<file path="src/design/rps_pkg.sv">
// rps_pkg: shared constants and types of the permutation shuffle block
// no dependencies; imported by rps_out_if and every module of the block
package rps_pkg;

	localparam int CFG_W   = 11;
	localparam int VAL_W   = 10;
	localparam int EPOCH_W = 8;

	typedef logic [EPOCH_W-1:0] epoch_t;

	typedef struct packed {
		logic rd_en;
		logic val_we;
		logic tag_we;
	} store_ctl_t;

endpackage

</file>
<file path="src/design/rps_mod_unit.sv">
// rps_mod_unit: bit-serial restoring remainder, one dividend bit per cycle
// depends on rps_pkg; used by random_permutation_shuffle
module rps_mod_unit #(
	parameter int DW = 31,
	parameter int MW = 11
) (
	input  logic          clk,
	input  logic          arst_n,
	input  logic          start,
	input  logic [DW-1:0] dividend,
	input  logic [MW-1:0] divisor,
	output logic          done,
	output logic [MW-1:0] rem
);
	import rps_pkg::*;

	localparam int CW = $clog2(DW + 1);

	logic [DW-1:0] dvd_q;
	logic [MW-1:0] rem_q;
	logic [CW-1:0] cnt_q;
	logic          run_q;
	logic          done_q;
	logic [MW:0]   trial;
	logic [MW:0]   diff;

	assign trial = {rem_q, dvd_q[DW-1]};
	assign diff  = trial - {1'b0, divisor};

	always_ff @(posedge clk or negedge arst_n) begin
		if (!arst_n) begin
			run_q  <= 1'b0;
			done_q <= 1'b0;
			cnt_q  <= '0;
		end else begin
			done_q <= 1'b0;
			if (start) begin
				run_q <= 1'b1;
				cnt_q <= CW'(DW);
			end else if (run_q) begin
				cnt_q <= cnt_q - 1'b1;
				if (cnt_q == CW'(1)) begin
					run_q  <= 1'b0;
					done_q <= 1'b1;
				end
			end
		end
	end

	always_ff @(posedge clk) begin
		if (start) begin
			dvd_q <= dividend;
			rem_q <= '0;
		end else if (run_q) begin
			dvd_q <= {dvd_q[DW-2:0], 1'b0};
			rem_q <= diff[MW] ? trial[MW-1:0] : diff[MW-1:0];
		end
	end

	assign done = done_q;
	assign rem  = rem_q;

	a_rem_range: assert property (@(posedge clk) disable iff (!arst_n)
		done_q |-> rem_q < divisor)
		else $error("remainder not below divisor");

endmodule

</file>
<file path="config.mk">
export PLATFORM = sky130hd
export DESIGN_NAME = rps_mod_unit
export DESIGN_NICKNAME = d
export VERILOG_FILES = /design/src/design/rps_pkg.sv /design/src/design/rps_mod_unit.sv
export SDC_FILE = /design/constraint.sdc
export NUM_CORES = 1
export LEC_CHECK = 0
export CORE_MARGIN = 10
export CORE_UTILIZATION = 60
export CTS_CLUSTER_SIZE = 30
export DETAILED_ROUTE_END_ITERATION = 10
export DONT_BUFFER_PORTS = 1
export PLACE_DENSITY = 0.79
export SLEW_MARGIN = 20
export SYNTH_ARGS = -nofsm -noshare
export SYNTH_HDL_FRONTEND = slang
export SYNTH_SLANG_ARGS = --single-unit
export TNS_END_PERCENT = 5
</file>
<file path="constraint.sdc">
create_clock -name clk -period 3.15 [get_ports clk]
set_input_delay 0.315 -clock clk [delete_from_list [all_inputs] [get_ports clk]]
set_output_delay 0.315 -clock clk [all_outputs]
set_load 0.03 [all_outputs]
</file>
==> results.yml <==
run:
  maxCapViolations: 0
drt:
  first_pass_iters: 4
  ant_nets: 0
  routed-wl-met2_um: 2692
  drt-met1-wl_um: 2423
  post_drt_wl_per_cell_um: 18.17
  routed_wl_um: 5577
  drt_iter0_markers: 153
  vias_per_cell: 6.104
  post-route-drc-count: 0
  vias: 1874
  routed.top_layer: "met4"
  met3WireLength_um: 386
power_and_ir_drop:
  swShare_pct: 39.44
  p_switching_mw: 0.9052
  power_frac_seq_pct: 38.9
  peakVddDrop_mv: 0.4580
  p_leak_nw: 1.159
  combPwrFrac_pct: 45.0
  powerDensity_nw_per_um2: 778.9
  power.clock.fraction_pct: 16.1
  p_int_mw: 1.390
synthesis:
  yosys_warnings: 0
  synth_nets: 310
  synthArstFlopShare_pct: 14.29
  yosysMostFrequentCell: "edfxtp_1"
  synth_seq_cells: 49
  ys.flop_type: "edfxtp_1"
  synth.distinct_cells: 49
  synth.cell_area_um2: 2779
  synth_edf_count: 31
  yosysSeqAreaShare_pct: 47.73
  yosysTopAreaCellShare_pct: 33.50
  syn-mean-instance-area_um2: 11.07
  synth_common_cells: "edfxtp_1, mux2_2, inv_1, nor2_1, ha_1"
  synth.area.top_cells: "edfxtp_1, mux2_2, dfxtp_1"
  synthCells: 251
  post-synth-top-area-cell: "edfxtp_1"
sta:
  setup_viol: 0
  rsz0062_at_grt: "false"
  final.setup.worst_slack_ns: 0.3652
  final_hold_viol_count: 0
  min_period_over_period_pct: 88.41
  skew_ns: 0.007064
  tightest_slew_ns: 0.7257
  setup_tns_ns: 0
  maxSlewHeadroom_pct: 51.62
  drv_slew: 0
  period_needed_ns: 2.785
  fmax_mhz: 359.1
final_layout:
  nNetsFinal: 313
  area_delta_synth_final_pct: 6.033
  drive_gt1_share_pct: 20.78
  antenna_cells: 0
  stdcell_area_um2: 2947
placement:
  gp_congestion: 0.8341
  port_buffers: 0
  place_worst_setup_slack_ns: 0.4036
  placedInstanceArea_um2: 2846
  dp_hpwl_um: 4222
critical_path:
  cp.arrival_ns: 3.00
  crit_slowest_cell: "dfxtp_1"
  path_class: "reg2reg"
  crit_fanout: 11
  crit_chain: "ha_1 -> nor2b_1 -> o31a_1 -> o21ai_2 -> o221ai_1 -> or4_1 -> o311ai_1"
  critPathBufInv: 0
  cp_slowest_stage_delay_ns: 0.62
  required_ns: 3.37
  cp-end-kind: "flip-flop"
  cp_top_family: "compound AO/OA/AOI/OAI gates"
  startpoint_type: "flip-flop"
floorplanning:
  die_height_um: 88.06
  die-area_um2: 7754
  start_util_pct: 62.95
  pin_count: 57
  core_um2: 4414
  floorplan.rows: 24
  die_w_um: 88.06
grt:
  antenna_found_initial: 0
  grt.total_usage_pct: 14.53
  overflow: 0
  grt_pass1_wl_um: 8928
  grt_pass1_vias: 1812
  grt_start_max_net_pins: 53
clocking:
  clk_latency_ns: 0.30
  htree_num_levels: 2
  cts_buffers: 5
  cts_tree: "done"
  clock_sinks: 49
  postCtsHoldBufs: 1
  postCtsSetupBuffers: 0
  clk_pin_slew_worst_paths_ns: 0.09
  ctsLongestPathBuffers: 2
  ctsResizeCount: 0
  cts_root_buffer: "clkbuf_8"
worst_hold_path:
  hp-class: "in2reg"
outcome:
  status: "finished clean"
through the flow:
step,power (mW),util (%),cells,hold WS (ns)
2_1_floorplan,1.719,-,251,0.01941
3_3_place_gp,1.906,64.48,298,0.01970
3_5_place_dp,1.932,64.48,298,0.01966
4_1_cts,2.307,66.75,307,0.06077
5_1_grt,2.453,66.75,307,0.05945
6_report,2.295,66.75,307,0.06847
per-layer routing:
| layer | vias to the layer above | global-route usage (%) |
|---|---|---|
| met5 | - | 0 |
| met2 | 47 | 22.09 |
| met4 | 0 | 5.563 |
| met1 | 886 | 18.34 |
| met3 | 9 | 5.478 |
| li1 | 932 | - |
final timing paths:
path	startpoint	to	slack [ns]	depth (start not counted)
setup / recovery	rem[0]	rem[2]	0.37	7
hold / removal	start	done	0.07	1
setup reg to reg	rem[0]	rem[2]	0.37	7
hold reg to reg	cnt_q[4]	cnt_q[4]	0.54	2
max in group asynchronous	arst_n	cnt_q[0]	2.56	1
min in group asynchronous	arst_n	cnt_q[4]	0.34	1
registers in the layout (all words and copies together), names as in the netlist:
register,flops
rem,11
dvd_q,31
cnt_q,5
run_q,1
done,1
layout by cell type, fill, tap and decap left out, types with 2 or more instances in the layout:
cell	count
a21o_1	3
a21oi_1	8
a311oi_1	9
a31oi_1	3
buf_4	9
clkbuf_8	5
dfrtp_1	7
dfxtp_1	11
edfxtp_1	31
ha_1	13
inv_1	19
mux2_2	30
nand2_1	8
nand2b_1	7
nand3_1	11
nor2_1	15
nor2b_1	5
nor3_1	3
nor3b_1	2
nor4b_1	2
o2111ai_1	2
o211ai_1	2
o21ai_0	12
or4_1	2
xnor2_1	8
xor2_1	2
worst register-to-register path, delay by kind of cell (launching register included):
family,cells,cell delay [ns]
AO/OA/AOI/OAI,4,1.05
flip-flops,1,0.62
AND/OR/NAND/NOR,2,0.72
adder cells (fa/ha/maj),1,0.32
kinds of logic after synthesis:
logic type / Yosys count / share of synthesized area, %
simple gates: 63 / 12.02
xor+xnor: 10 / 3.152
mux: 31 / 12.70
flops: 49 / 47.73
fa+ha+maj: 14 / 6.574
compound gates: 51 / 12.92
buf+inv: 33 / 4.908
power by group through the flow:
stage	Sequential [mW]	Combinational, mW	Clock [mW]
CTS	0.897	1.03	0.381
detailed placement	0.910	1.02	0
global placement	0.906	1.00	0
floorplan	0.986	0.733	0
finish	0.893	1.03	0.370
global route	0.909	1.14	0.404
area by class of cell:
type | count | area [um2]
multi-input cells | 169 | 1316
fillers | 351 | 1468
clock buffers | 5 | 68.82
inverters | 19 | 71.32
well taps | 52 | 65.06
clock inverters | 3 | 21.27
flip-flops and latches | 49 | 1326
repair buffers | 10 | 77.57
Note: power is estimated with default switching activity, not from simulation.
